**src/design/hce_pkg.sv**
```systemverilog
// ----------------------------------------------------------------------------
// hce_pkg
// Shared types, constants and helpers for the HTTP chunked transfer encoder.
// ----------------------------------------------------------------------------
package hce_pkg;

	localparam int unsigned FRAME_BYTES = 9;   // header 6 + payload 1 + trailer 2
	localparam int unsigned IDX_W       = $clog2(FRAME_BYTES);

	localparam logic [15:0] MAX_CHUNK_RST = 16'h8000;

	localparam logic [7:0] CH_CR   = 8'h0d;
	localparam logic [7:0] CH_LF   = 8'h0a;
	localparam logic [7:0] CH_ZERO = 8'h30;

	// input kinds carried on s_tuser
	localparam logic CMD_DATA = 1'b0;
	localparam logic CMD_EOS  = 1'b1;

	// bytes owed for one accepted item, first byte in bytes[0]
	typedef struct packed {
		logic [FRAME_BYTES-1:0][7:0] bytes;
		logic [IDX_W-1:0]            cnt;
		logic                        eos;
	} frame_t;

	function automatic logic [7:0] hex_char(input logic [3:0] nib);
		logic [7:0] c;
		if (nib < 4'd10) begin
			c = CH_ZERO + {4'd0, nib};
		end else begin
			c = 8'h57 + {4'd0, nib};   // 'a' - 10
		end
		return c;
	endfunction

endpackage

```
**src/design/hce_frame.sv**
```systemverilog
// ----------------------------------------------------------------------------
// hce_frame
// Decodes one input item against the chunk state into the bytes it produces.
// ----------------------------------------------------------------------------
module hce_frame (
	input  logic                 cmd,
	input  logic [7:0]           data_byte,
	input  logic [15:0]          available,
	input  logic [15:0]          max_chunk,
	input  logic [15:0]          remaining,
	input  logic                 finished,
	output hce_pkg::frame_t      frame,
	output logic                 emit,
	output logic [15:0]          remaining_next,
	output logic                 finished_next
);

	logic [15:0] avail_c;
	logic [15:0] cap_c;
	logic [15:0] len;
	logic [15:0] rem_dec;
	logic        open;
	logic        trailer;

	always_comb begin
		avail_c = (available == 16'd0) ? 16'd1 : available;
		cap_c   = (max_chunk == 16'd0) ? 16'd1 : max_chunk;
		len     = (avail_c > cap_c) ? cap_c : avail_c;
		open    = (remaining != 16'd0);
		rem_dec = (open ? remaining : len) - 16'd1;
		trailer = (rem_dec == 16'd0);
	end

	always_comb begin
		frame          = '0;
		emit           = 1'b0;
		remaining_next = remaining;
		finished_next  = finished;
		if (!finished) begin
			if (cmd == hce_pkg::CMD_EOS) begin
				// end of stream is ignored while a chunk is open
				if (!open) begin
					emit           = 1'b1;
					finished_next  = 1'b1;
					frame.eos      = 1'b1;
					frame.bytes[0] = hce_pkg::CH_ZERO;
					frame.bytes[1] = hce_pkg::CH_CR;
					frame.bytes[2] = hce_pkg::CH_LF;
					frame.bytes[3] = hce_pkg::CH_CR;
					frame.bytes[4] = hce_pkg::CH_LF;
					frame.cnt      = hce_pkg::IDX_W'(5);
				end
			end else begin
				emit           = 1'b1;
				remaining_next = rem_dec;
				if (open) begin
					frame.bytes[0] = data_byte;
					frame.bytes[1] = hce_pkg::CH_CR;
					frame.bytes[2] = hce_pkg::CH_LF;
					frame.cnt      = trailer ? hce_pkg::IDX_W'(3) : hce_pkg::IDX_W'(1);
				end else begin
					frame.bytes[0] = hce_pkg::hex_char(len[15:12]);
					frame.bytes[1] = hce_pkg::hex_char(len[11:8]);
					frame.bytes[2] = hce_pkg::hex_char(len[7:4]);
					frame.bytes[3] = hce_pkg::hex_char(len[3:0]);
					frame.bytes[4] = hce_pkg::CH_CR;
					frame.bytes[5] = hce_pkg::CH_LF;
					frame.bytes[6] = data_byte;
					frame.bytes[7] = hce_pkg::CH_CR;
					frame.bytes[8] = hce_pkg::CH_LF;
					frame.cnt      = trailer ? hce_pkg::IDX_W'(9) : hce_pkg::IDX_W'(7);
				end
			end
		end
	end

endmodule

```
**src/design/hce_emit.sv**
```systemverilog
// ----------------------------------------------------------------------------
// hce_emit
// Holds one decoded frame and serializes it into the output byte register.
// ----------------------------------------------------------------------------
module hce_emit (
	input  logic            clk,
	input  logic            arst_n,
	input  logic            load,
	input  hce_pkg::frame_t frame_in,
	output logic            free,
	output logic [7:0]      out_byte,
	output logic            out_valid,
	output logic            out_last,
	output logic            out_done,
	input  logic            out_ready
);

	hce_pkg::frame_t              frame_s1;
	logic                         valid_s1;
	logic [hce_pkg::IDX_W-1:0]    idx_q;
	logic [7:0]                   byte_s2;
	logic                         valid_s2;
	logic                         last_s2;
	logic                         done_s2;

	logic adv2;
	logic move;
	logic at_end;

	assign adv2   = !valid_s2 || out_ready;
	assign move   = valid_s1 && adv2;
	assign at_end = (idx_q == frame_s1.cnt - hce_pkg::IDX_W'(1));
	assign free   = !valid_s1 || (adv2 && at_end);

	always_ff @(posedge clk or negedge arst_n) begin
		if (!arst_n) begin
			valid_s1 <= 1'b0;
			idx_q    <= '0;
			valid_s2 <= 1'b0;
		end else begin
			if (move) begin
				idx_q <= at_end ? '0 : idx_q + hce_pkg::IDX_W'(1);
				if (at_end) begin
					valid_s1 <= 1'b0;
				end
			end
			if (load) begin
				valid_s1 <= 1'b1;
			end
			if (adv2) begin
				valid_s2 <= valid_s1;
			end
		end
	end

	always_ff @(posedge clk) begin
		if (load) begin
			frame_s1 <= frame_in;
		end
		if (move) begin
			byte_s2 <= frame_s1.bytes[idx_q];
			last_s2 <= at_end;
			done_s2 <= at_end && frame_s1.eos;
		end
	end

	assign out_byte  = byte_s2;
	assign out_valid = valid_s2;
	assign out_last  = last_s2;
	assign out_done  = done_s2;

endmodule

```
**src/design/http_chunked_encoder.sv**
```systemverilog
// ----------------------------------------------------------------------------
// http_chunked_encoder
// Frames a byte stream as HTTP/1.1 chunked transfer coding.
// ----------------------------------------------------------------------------
//  channel  | direction | tdata / data             | tuser        | tlast
//  s_axis   | in        | [7:0] data_byte,          | cmd          | -
//           |           | [23:8] available          |              |
//  m_axis   | out       | [7:0] out_byte            | stream_done  | last of item
//  cfg      | in        | [15:0] max_chunk          | -            | -
//
// An item that opens no chunk and closes none produces one byte; a chunk
// opener produces 7 or 9 bytes, a closing byte 3, end of stream 5; the
// output byte port moves one byte per cycle unless stalled. Chunk state
// updates on the input transfer; items that produce nothing load no frame.
// Reset puts max_chunk to 0x8000 with no chunk open. A stalled output holds
// one byte in the output register and one frame behind it.
// ----------------------------------------------------------------------------
module http_chunked_encoder (
	input  logic        clk,
	input  logic        arst_n,
	input  logic        s_tvalid,
	output logic        s_tready,
	input  logic [23:0] s_tdata,   // [7:0] data_byte, [23:8] available
	input  logic        s_tuser,   // cmd
	output logic        m_tvalid,
	input  logic        m_tready,
	output logic [7:0]  m_tdata,   // [7:0] out_byte
	output logic        m_tlast,
	output logic        m_tuser,   // stream_done
	input  logic        cfg_valid,
	output logic        cfg_ready,
	input  logic [15:0] cfg_data   // max_chunk
);

	logic [15:0]     max_chunk_q;
	logic [15:0]     remaining_q;
	logic            finished_q;

	hce_pkg::frame_t frame;
	logic            emit;
	logic [15:0]     remaining_next;
	logic            finished_next;
	logic            free;
	logic            accept;

	assign cfg_ready = 1'b1;
	assign s_tready  = free;
	assign accept    = s_tvalid && s_tready;

	hce_frame u_frame (
		.cmd            (s_tuser),
		.data_byte      (s_tdata[7:0]),
		.available      (s_tdata[23:8]),
		.max_chunk      (max_chunk_q),
		.remaining      (remaining_q),
		.finished       (finished_q),
		.frame          (frame),
		.emit           (emit),
		.remaining_next (remaining_next),
		.finished_next  (finished_next)
	);

	hce_emit u_emit (
		.clk       (clk),
		.arst_n    (arst_n),
		.load      (accept && emit),
		.frame_in  (frame),
		.free      (free),
		.out_byte  (m_tdata),
		.out_valid (m_tvalid),
		.out_last  (m_tlast),
		.out_done  (m_tuser),
		.out_ready (m_tready)
	);

	always_ff @(posedge clk or negedge arst_n) begin
		if (!arst_n) begin
			max_chunk_q <= hce_pkg::MAX_CHUNK_RST;
			remaining_q <= '0;
			finished_q  <= 1'b0;
		end else begin
			if (cfg_valid && cfg_ready) begin
				max_chunk_q <= cfg_data;
			end
			if (accept) begin
				remaining_q <= remaining_next;
				finished_q  <= finished_next;
			end
		end
	end

	// stream_done only ever rides on the closing byte of an item
	a_done_is_last: assert property (@(posedge clk) disable iff (!arst_n)
		m_tvalid && m_tuser |-> m_tlast)
		else $error("stream_done without tlast");

	// the terminating chunk is only sent once the stream is marked finished
	a_done_after_finish: assert property (@(posedge clk) disable iff (!arst_n)
		m_tvalid && m_tuser |-> finished_q)
		else $error("stream_done before finish");

	// once finished, accepted items leave the chunk count alone
	a_frozen_after_finish: assert property (@(posedge clk) disable iff (!arst_n)
		accept && finished_q |=> $stable(remaining_q) && finished_q)
		else $error("state changed after finish");

endmodule
```
**config.mk**
```make
export PLATFORM = sky130hd
export DESIGN_NAME = http_chunked_encoder
export DESIGN_NICKNAME = d
export VERILOG_FILES = /design/src/design/hce_pkg.sv /design/src/design/hce_frame.sv /design/src/design/hce_emit.sv /design/src/design/http_chunked_encoder.sv
export SDC_FILE = /design/constraint.sdc
export NUM_CORES = 1
export LEC_CHECK = 0
export BUFFER_PORTS_ARGS = -buffer_cell sky130_fd_sc_hd__buf_2
export CAP_MARGIN = 20
export CORE_MARGIN = 3
export CORE_UTILIZATION = 61
export DETAILED_ROUTE_END_ITERATION = 16
export PLACE_DENSITY = 0.79
export SLEW_MARGIN = 20
export SYNTH_ARGS = -nofsm -noshare
export SYNTH_HDL_FRONTEND = slang
export SYNTH_SLANG_ARGS = --single-unit
```
**constraint.sdc**
```tcl
create_clock -name clk -period 6 [get_ports clk]
set_input_delay 0.3 -clock clk [delete_from_list [all_inputs] [get_ports clk]]
set_output_delay 0.3 -clock clk [all_outputs]
set_load 0.01 [all_outputs]
```
==> impl_metrics.tcl, run 1 <==
set metrics [dict create \
    dr.pass1.iters 6 \
    drtAntennaViolNets 0 \
    drt-initial-drc-count 549 \
    hpwl_um 14100 \
    synth.distinct_cells 85 \
    clock_skew_ns 0.01449 \
    start_kind "flop" \
    top_layer "met4" \
    cts_tree "yes" \
    cts_buffers 9 \
    cap_violations 0 \
    ys_seq_area_share_pct 40.74 \
    regArea_um2 2599 \
    fin_nets 819 \
    portBuffers 57 \
    antenna_found_initial 0 \
    design.portCount 59 \
    fp-row-count 36 \
    powerDensity_nw_per_um2 378.2 \
    met1Wirelength_um 7452 \
    gp_congestion 0.9585 \
    rsz0062_at_grt "false" \
    synth_warnings 0 \
    clk-insertion-delay-late_ns 0.38 \
    drc_errors 0 \
    post_drt_wl_per_cell_um 21.16 \
    finalSetupViolations 0 \
    peakVddDrop_v 0.0002620 \
    stdcell_area_um2 6980 \
    multi_input_area_um2 3451 \
    die_w_um 108.3 \
    tightest_slew_ns 1.109 \
    die_h_um 108.3 \
    detail_route.vias_per_cell 6.548 \
    status "finished clean" \
    post_cts_buffers 0 \
    grt_pass1_vias 5629 \
    timing.final.crit_share_pct 90.46 \
    initial_core_util_pct 64.08 \
    vias 5808 \
    synth_edf_count 54 \
    synth_seq_cells 93 \
    diodes 0 \
    relSlewSlack_pct 26.03 \
    p_leak_nw 2.855 \
    dr_wl_met2_um 9069 \
    crit_required_ns 6.12 \
    finalHoldViolCount 0 \
    cts-resized-gates 0 \
    drive_above_1_share_pct 16.31 \
    max_freq_mhz 184.2 \
    worstHoldPathType "primary input to asynchronous set/reset pin" \
    dieArea_um2 11720 \
    syn_nets 785 \
    netlist_instances 715 \
    clock_sinks 93 \
    h-tree-depth 3 \
    grtUsageTotal_pct 32.73 \
    grt_max_degree 41 \
    finalWorstSetupSlack_ns 0.5723 \
    grt_pass1_wl_um 29160 \
    avgSynthCellArea_um2 8.921 \
    clk_path_buf_depth 2 \
    finalCriticalPeriod_ns 5.428 \
    hold_ws_ns 0.07474 \
    path_max_fanout 6 \
    core_area_um2 9955 \
    wl_met3_um 1380 \
    cp.arrival_ns 5.55 \
    critPathSlowestCell "or4b_1" \
    overflow 0 \
    crit_type "flop to flop" \
    ys.flop_type "edfxtp_1" \
    clkTransAtPathRegs_ns 0.10 \
    synth_area_um2 6379 \
    ctsHoldBuffers 0 \
    ys_async_sr_fraction_pct 41.94 \
    num-fill-cells 781 \
    routed_wl_um 18770 \
    finalSetupTns_ns 0 \
    max_stage_delay_ns 0.56 \
    dpl_cell_area_um2 6735 \
    area_growth_syn_to_layout_pct 9.435 \
    cp_cell_sequence "nor4_1 > a41o_1 > ha_1 > nor2b_1 > o2111ai_1 > a31oi_2 > o21ai_1 > nor2_1 > a21oi_1 > nor2_1 > nor2_1 > ha_1 > nor2b_1 > nand3b_1 > nor4_4 > xnor2_1 > or4b_1 > or4_1 > ha_1 > nand2_1 > a21oi_1" \
    finalMaxSlewViolations 0 \
    place_ws_ns 0.4415 \
    end_kind "flop" \
    clockRootBuffer "clkbuf_8" \
]
-- synth_stat cells, types with 15 or more instances --
| cell type | instances | area share [%] |
|---|---|---|
| nand2_1 | 87 | 5.1 |
| a21oi_1 | 62 | 4.9 |
| nor2_1 | 61 | 3.6 |
| edfxtp_1 | 54 | 25 |
| o21ai_0 | 40 | 3.1 |
| dfrtp_1 | 38 | 15 |
| clkbuf_1 | 37 | 2.2 |
| inv_1 | 32 | 1.9 |
| ha_1 | 24 | 4.7 |
| xnor2_1 | 21 | 2.9 |
| nor3_1 | 19 | 1.5 |
| nand3_1 | 17 | 1.3 |
| and2_1 | 15 | 1.5 |
| mux2i_1 | 15 | 2.4 |
-- final timing paths --
| path | end | depth (start not counted) | from | slack [ns] |
|---|---|---|---|---|
| max in group asynchronous | remaining_q[11]$_DFFE_PN0P_ | 1 | arst_n | 5.32 |
| min | max_chunk_q[8]$_DFFE_PN0P_ | 1 | arst_n | 0.07 |
| max | u_emit.frame_s1[3]$_SDFFCE_PP0P_ | 21 | max_chunk_q[8]$_DFFE_PN0P_ | 0.57 |
| min reg2reg | u_emit.out_valid$_DFFE_PN0N_ | 1 | u_emit.valid_s1$_DFFE_PN0P_ | 0.51 |
| min in group clk | max_chunk_q[9]$_DFFE_PN0P_ | 3 | cfg_data[9] | 0.13 |
| max reg2reg | u_emit.frame_s1[3]$_SDFFCE_PP0P_ | 21 | max_chunk_q[8]$_DFFE_PN0P_ | 0.57 |
-- cell families (layout without fill, tap and decap cells) --
| family | after synthesis | in the layout | synth area share, % |
|---|---|---|---|
| AO/OA/AOI/OAI | 194 | 194 | 20.03 |
| XOR/XNOR | 25 | 25 | 3.433 |
| adder cells (fa/ha/maj) | 24 | 24 | 4.708 |
| buffers and inverters | 81 | 120 | 5.277 |
| flip-flops | 93 | 93 | 40.74 |
| multiplexers | 23 | 23 | 3.766 |
| other | 1 | 1 | 0.05879 |
| AND/OR/NAND/NOR | 274 | 274 | 21.99 |
-- critical path, delay by kind of cell (launching register included) --
family,cells,cell delay (ns)
AND/OR/NAND/NOR,11,2.60
AO/OA/AOI/OAI,6,1.37
flip-flops,1,0.47
XOR/XNOR,1,0.10
adder cells (fa/ha/maj),3,0.64
-- sequential cells by signal, indices dropped and copies added, names as in the netlist --
name              cells
finished_q            1
max_chunk_q          16
remaining_q          16
u_emit.frame_s1      44
u_emit.idx_q          4
u_emit.out_byte       8
u_emit.out_done       1
u_emit.out_last       1
u_emit.out_valid      1
u_emit.valid_s1       1
-- placed cells by master, fill, tap and decap left out, drive strengths merged, types with 6 or more instances in the layout --
master / count
xnor2: 21
a31oi: 6
edfxtp: 54
nand3: 17
mux2i: 15
mux2: 8
nor2: 61
inv: 34
buf: 71
nand2b: 6
clkbuf: 10
o21a: 7
and3: 6
nand4: 9
o22ai: 10
o21ai: 44
ha: 24
nand2: 89
a21oi: 62
nor3: 23
a211oi: 6
nor4: 15
dfrtp: 38
o32ai: 6
and2: 15
nor2b: 6
-- layer usage --
metal  up-vias  track usage, %
li1       2682               -
met1      2753           39.79
met2       301           56.13
met3        72           6.149
met4         0           15.60
met5         -               0
-- through the flow --
stage                     power [mW]  cells  utilization, %
after CTS                      2.618    887           70.12
after global placement         2.061    871           67.66
after detailed placement       2.107    871           67.66
after global routing           2.782    887           70.12
after floorplan                1.778    715               -
final                          2.640    887           70.12
-- power breakdown --
| part | internal [mW] | switching, mW | total, mW | leakage, nW |
|---|---|---|---|---|
| Sequential | 0.834 | 0.168 | 1.00 | 0.991 |
| Clock | 0.281 | 0.237 | 0.518 | 0.119 |
| Combinational | 0.447 | 0.674 | 1.12 | 1.74 |
| Total | 1.56 | 1.08 | 2.64 | 2.85 |
-- area by class of cell --
type / count / share of cell area, %
multi-input combinational: 541 / 49.44
tap: 133 / 2.384
timing repair buffer: 71 / 5.592
inverter: 33 / 1.846
clock inverter: 6 / 1.685
sequential: 93 / 37.23
clock buffer: 10 / 1.828
(Power assumes the default switching activity.)
==> run 2: changes to the inputs <==
--- a/config.mk
+++ b/config.mk
@@ -7,10 +7,11 @@
 export LEC_CHECK = 0
 export BUFFER_PORTS_ARGS = -buffer_cell sky130_fd_sc_hd__buf_2
 export CAP_MARGIN = 20
+export CORE_ASPECT_RATIO = 0.6
 export CORE_MARGIN = 3
-export CORE_UTILIZATION = 61
+export CORE_UTILIZATION = 64
 export DETAILED_ROUTE_END_ITERATION = 16
-export PLACE_DENSITY = 0.79
+export PLACE_DENSITY = 0.82
 export SLEW_MARGIN = 20
 export SYNTH_ARGS = -nofsm -noshare
 export SYNTH_HDL_FRONTEND = slang
==> constraint.sdc (replaced) <==
create_clock -name clk -period 6.84 [get_ports clk]
set_input_delay 0.342 -clock clk [delete_from_list [all_inputs] [get_ports clk]]
set_output_delay 0.342 -clock clk [all_outputs]
set_load 0.01 [all_outputs]
==> impl_metrics.tcl, run 2 (synthesis gave the netlist of run 1 again) <==
set metrics [dict create \
    status "finished clean" \
    design.portCount 59 \
    post_drt_wl_per_cell_um 23.14 \
    vias 6193 \
    path_max_fanout 22 \
    reg2reg_slack_ns 0.57 \
    ctsHoldBuffers 0 \
    timing.final.crit_share_pct 91.63 \
    largest_reg_flops 44 \
    finalCriticalPeriod_ns 6.267 \
    diodes 0 \
    drtAntennaViolNets 0 \
    finalWorstSetupSlack_ns 0.5729 \
    cts-resized-gates 0 \
    drc_errors 0 \
    cts_tree "yes" \
    drive_above_1_share_pct 15.89 \
    post_cts_buffers 0 \
    top_register "u_emit.frame_s1" \
    clockRootBuffer "clkbuf_16" \
    initial_core_util_pct 67.68 \
    cp.arrival_ns 6.36 \
    finalHoldViolCount 0 \
    end_kind "flop" \
    clk-insertion-delay-late_ns 0.35 \
    cts_buffers 9 \
    antenna_found_initial 0 \
    clock_sinks 93 \
    start_kind "flop" \
    top_regs "u_emit.frame_s1: 44 flops, max_chunk_q: 16 flops, remaining_q: 16 flops" \
    crit_type "flop to flop" \
    intPower_mw 1.460 \
    stdcell_area_um2 7037 \
    h-tree-depth 3 \
    p_total_mw 2.490 \
    gp_congestion 0.9956 \
    area_growth_syn_to_layout_pct 10.32 \
    portBuffers 57 \
    clock_skew_ns 0.01564 \
    dr.pass1.iters 5 \
    drt-initial-drc-count 1176 \
    rsz0062_at_grt "false" \
    finalMaxSlewViolations 0 \
    p_clk_share_pct 22.9 \
    tightest_slew_ns 0.9679 \
    finalSetupViolations 0 \
    p_sw_mw 1.029 \
    routed_wl_um 20340 \
    die_w_um 134.9 \
    finalSetupTns_ns 0 \
    grt_pass1_wl_um 32060 \
    fin_nets 814 \
    worstHoldPathType "primary input to asynchronous set/reset pin" \
    cap_violations 0 \
    overflow 0 \
    combPwrFrac_pct 43.5 \
    max_freq_mhz 159.6 \
    clk_path_buf_depth 2 \
    dieArea_um2 11240 \
    p_leak_nw 2.879 \
    grt_pass1_vias 5799 \
    detail_route.vias_per_cell 7.046 \
    grt_max_degree 45 \
    final_common_cell "nand2_1" \
    core_area_um2 9425 \
    p_sw_share_pct 41.35 \
    place_ws_ns 0.7962 \
    peakVddDrop_v 0.0003022 \
    fp-row-count 27 \
    clkTransAtPathRegs_ns 0.08 \
    die_h_um 83.33 \
    power.share.sequential_pct 33.7 \
    hpwl_um 15070 \
    crit_required_ns 6.94 \
    dpl_cell_area_um2 6686 \
    grtUsageTotal_pct 36.71 \
    final_cell_mix "87 x nand2_1, 62 x a21oi_1, 60 x nor2_1, 57 x buf_2, 54 x edfxtp_1" \
    relSlewSlack_pct 35.47 \
    powerDensity_nw_per_um2 353.8 \
]
run 2: changes by cell type in the layout (fill, tap and decap cells not counted):
cell	delta
clkinv_4	+1
clkinvlp_4	-1
clkbuf_8	-8
buf_12	+1
inv_8	-1
buf_4	-6
inv_6	+1
clkinv_2	+1
bufinv_16	-1
clkbuf_16	+9
clkbuf_1	-1
run 2: metal layers:
metal,vias up,share of wire [%],GRT usage (%),wire [um]
met2,540,40,48.98,8068
met3,57,18,15.25,3606
met1,2920,41,55.59,8318
li1,2676,-,-,-
met4,0,1.7,7.579,351
met5,-,0,0,0
run 2: worst paths after layout:
| check | startpoint | endpoint | depth (start not counted) |
|---|---|---|---|
| min | arst_n | max_chunk_q[11]$_DFFE_PN0P_ | 1 |
| min in group clk | cfg_data[10] | max_chunk_q[10]$_DFFE_PN0P_ | 3 |
| max | max_chunk_q[8]$_DFFE_PN0P_ | u_emit.frame_s1[3]$_SDFFCE_PP0P_ | 22 |
| max in group asynchronous | arst_n | u_emit.idx_q[1]$_DFFE_PN0P_ | 1 |
| min reg2reg | u_emit.valid_s1$_DFFE_PN0P_ | u_emit.out_valid$_DFFE_PN0N_ | 1 |
| max reg2reg | max_chunk_q[8]$_DFFE_PN0P_ | u_emit.frame_s1[3]$_SDFFCE_PP0P_ | 22 |
run 2: worst max-delay path: stages, from the launching register on:
cell       delay, ns
dfrtp_1         0.43
nor4_1          0.71
a41o_1          0.36
ha_1            0.19
nor2b_1         0.06
o2111ai_1       0.26
a31oi_2         0.23
o21ai_1         0.17
buf_4           0.30
nor2_1          0.07
a21oi_1         0.39
nor2_1          0.10
nor2_1          0.15
ha_1            0.27
nor2b_1         0.25
nand4bb_1       0.15
xnor2_1         0.18
nor4_1          0.31
or4b_1          0.52
or4_1           0.54
ha_1            0.22
nand2_1         0.08
a21oi_1         0.07
run 2: through the flow:
step	hold slack [ns]	util, %	cells
2_1_floorplan	0.04641	-	715
3_3_place_gp	0.4707	70.94	862
3_5_place_dp	0.4894	70.94	862
4_1_cts	0.1704	74.45	878
5_1_grt	0.2060	74.66	879
6_report	0.1403	74.66	879
run 2: cell type report:
class	count	area, um2
inverters	33	128.9
multi-input cells	541	3451
well taps	130	162.7
clock buffers	10	239.0
fillers	686	2389
flip-flops and latches	93	2599
clock inverters	6	91.34
repair buffers	66	365.4
run 2: power by group through the flow:
| stage | Sequential, mW | Combinational (mW) | Clock (mW) |
|---|---|---|---|
| 2_1_floorplan | 0.820 | 0.739 | 0 |
| 3_3_place_gp | 0.836 | 0.991 | 0 |
| 3_5_place_dp | 0.843 | 1.03 | 0 |
| 4_1_cts | 0.833 | 1.04 | 0.561 |
| 5_1_grt | 0.849 | 1.17 | 0.588 |
| 6_report | 0.838 | 1.08 | 0.569 |
==> run 3: changes to the inputs <==
==> constraint.sdc (replaced) <==
create_clock -name clk -period 7.5 [get_ports clk]
set_input_delay 0.375 -clock clk [delete_from_list [all_inputs] [get_ports clk]]
set_output_delay 0.375 -clock clk [all_outputs]
set_load 0.01 [all_outputs]
==> impl_metrics.tcl, run 3 (synthesis gave the netlist of run 1 again) <==
set metrics [dict create \
    initial_core_util_pct 67.68 \
    grt_max_degree 45 \
    hpwl_um 15490 \
    gp_congestion 0.9926 \
    post_cts_buffers 0 \
    design.portCount 59 \
    antenna_found_initial 0 \
    dr.pass1.iters 5 \
    crit_required_ns 7.58 \
    multi_input_area_um2 3451 \
    relSlewSlack_pct 34.49 \
    timing.final.crit_share_pct 88.87 \
    finalWorstSetupSlack_ns 0.8348 \
    detail_route.vias_per_cell 6.979 \
    crit_type "flop to flop" \
    drtAntennaViolNets 0 \
    clkTransAtPathRegs_ns 0.07 \
    tightest_slew_ns 0.9826 \
    routed_wl_um 20610 \
    hold_ws_ns 0.1689 \
    path_max_fanout 11 \
    final_cell_mix "87 x nand2_1, 62 x a21oi_1, 60 x nor2_1, 57 x buf_2, 54 x edfxtp_1" \
    peakVddDrop_v 0.0003120 \
    top_register "u_emit.frame_s1" \
    drt-initial-drc-count 1076 \
    status "finished clean" \
    drive_above_1_share_pct 15.66 \
    core_area_um2 9425 \
    post_drt_wl_per_cell_um 23.50 \
    postLayoutCoreUtil_pct 74.01 \
    regArea_um2 2599 \
    worstHoldPathType "primary input to asynchronous set/reset pin" \
    vias 6121 \
    place_ws_ns 1.139 \
    clock_skew_ns 0.009290 \
    cp.arrival_ns 6.75 \
    start_kind "flop" \
    p_leak_nw 2.838 \
    clk-insertion-delay-late_ns 0.36 \
    cts-resized-gates 0 \
    area_growth_syn_to_layout_pct 9.357 \
    ctsHoldBuffers 0 \
    finalCriticalPeriod_ns 6.665 \
    diodes 0 \
    overflow 0 \
    finalSetupViolations 0 \
    dieArea_um2 11240 \
    fp-row-count 27 \
    clock_sinks 93 \
    grt_pass1_wl_um 32130 \
    finalHoldViolCount 0 \
    cts_tree "yes" \
    portBuffers 57 \
    p_total_mw 2.208 \
    final_common_cell "nand2_1" \
    clk_path_buf_depth 2 \
    top_regs "u_emit.frame_s1: 44 flops, max_chunk_q: 16 flops, remaining_q: 16 flops" \
    cts_buffers 9 \
    num-fill-cells 660 \
    cap_violations 0 \
    largest_reg_flops 44 \
    max_freq_mhz 150.0 \
    drc_errors 0 \
    clockRootBuffer "clkbuf_16" \
    h-tree-depth 3 \
    powerDensity_nw_per_um2 316.6 \
    end_kind "flop" \
    rsz0062_at_grt "false" \
    finalSetupTns_ns 0 \
    fin_nets 812 \
    die_h_um 83.33 \
    die_w_um 134.9 \
    finalMaxSlewViolations 0 \
    grtUsageTotal_pct 37.03 \
    grt_pass1_vias 5740 \
]
==> run 3: cell type report <==
class                      count  share of cell area (%)
clock buffer                   9                   3.229
clock inverter                 7                  0.8430
inverter                      33                   1.848
multi-input combinational    541                   49.47
sequential                    93                   37.26
tap                          130                   2.332
timing repair buffer          64                   5.022
==> run 3: worst paths after layout <==
kind                                              from                          endpoint  slack [ns]  cells past startpoint
min reg2reg                u_emit.valid_s1$_DFFE_PN0P_      u_emit.out_valid$_DFFE_PN0N_        0.50                      1
max reg2reg                 max_chunk_q[8]$_DFFE_PN0P_  u_emit.frame_s1[3]$_SDFFCE_PP0P_        0.83                     21
max                         max_chunk_q[8]$_DFFE_PN0P_  u_emit.frame_s1[3]$_SDFFCE_PP0P_        0.83                     21
min in group clk                          cfg_data[12]       max_chunk_q[12]$_DFFE_PN0P_        0.22                      3
max in group asynchronous                       arst_n        max_chunk_q[1]$_DFFE_PN0P_        6.71                      1
min                                             arst_n       max_chunk_q[12]$_DFFE_PN0P_        0.17                      1
==> run 3: critical path: stages, from the launching register on <==
cell       delay [ns]
dfrtp_1          0.43
nor4_1           0.76
a41o_1           0.38
ha_1             0.15
and2_1           0.13
and4_1           0.54
nand2_4          0.16
o21ai_1          0.47
nor2_1           0.08
a21oi_1          0.42
nor2_1           0.10
nor2_1           0.17
ha_1             0.28
nor2b_1          0.24
nand4bb_1        0.17
xnor2_1          0.23
nor4_1           0.28
or4b_1           0.49
or4_1            0.54
ha_1             0.21
nand2_1          0.08
a21oi_1          0.07
==> run 3: per-stage QoR <==
step / cell area, um2 / std cells
floorplan: 6379 / 715
finish: 6975 / 877
global placement: 6671 / 860
global route: 6975 / 877
CTS: 6955 / 876
detailed placement: 6671 / 860
==> run 3: metal layers <==
layer / GRT usage [%] / part of all wire [%]
met2: 49.66 / 40
met4: 7.116 / 1.8
met1: 56.96 / 42
met3: 14.10 / 16
met5: 0 / 0
==> run 3: power breakdown <==
group / switching (mW) / leakage, nW / total, mW / internal, mW
clock network: 0.217 / 0.132 / 0.447 / 0.230
registers: 0.117 / 0.991 / 0.785 / 0.668
logic: 0.623 / 1.72 / 0.976 / 0.353
total: 0.957 / 2.84 / 2.21 / 1.25
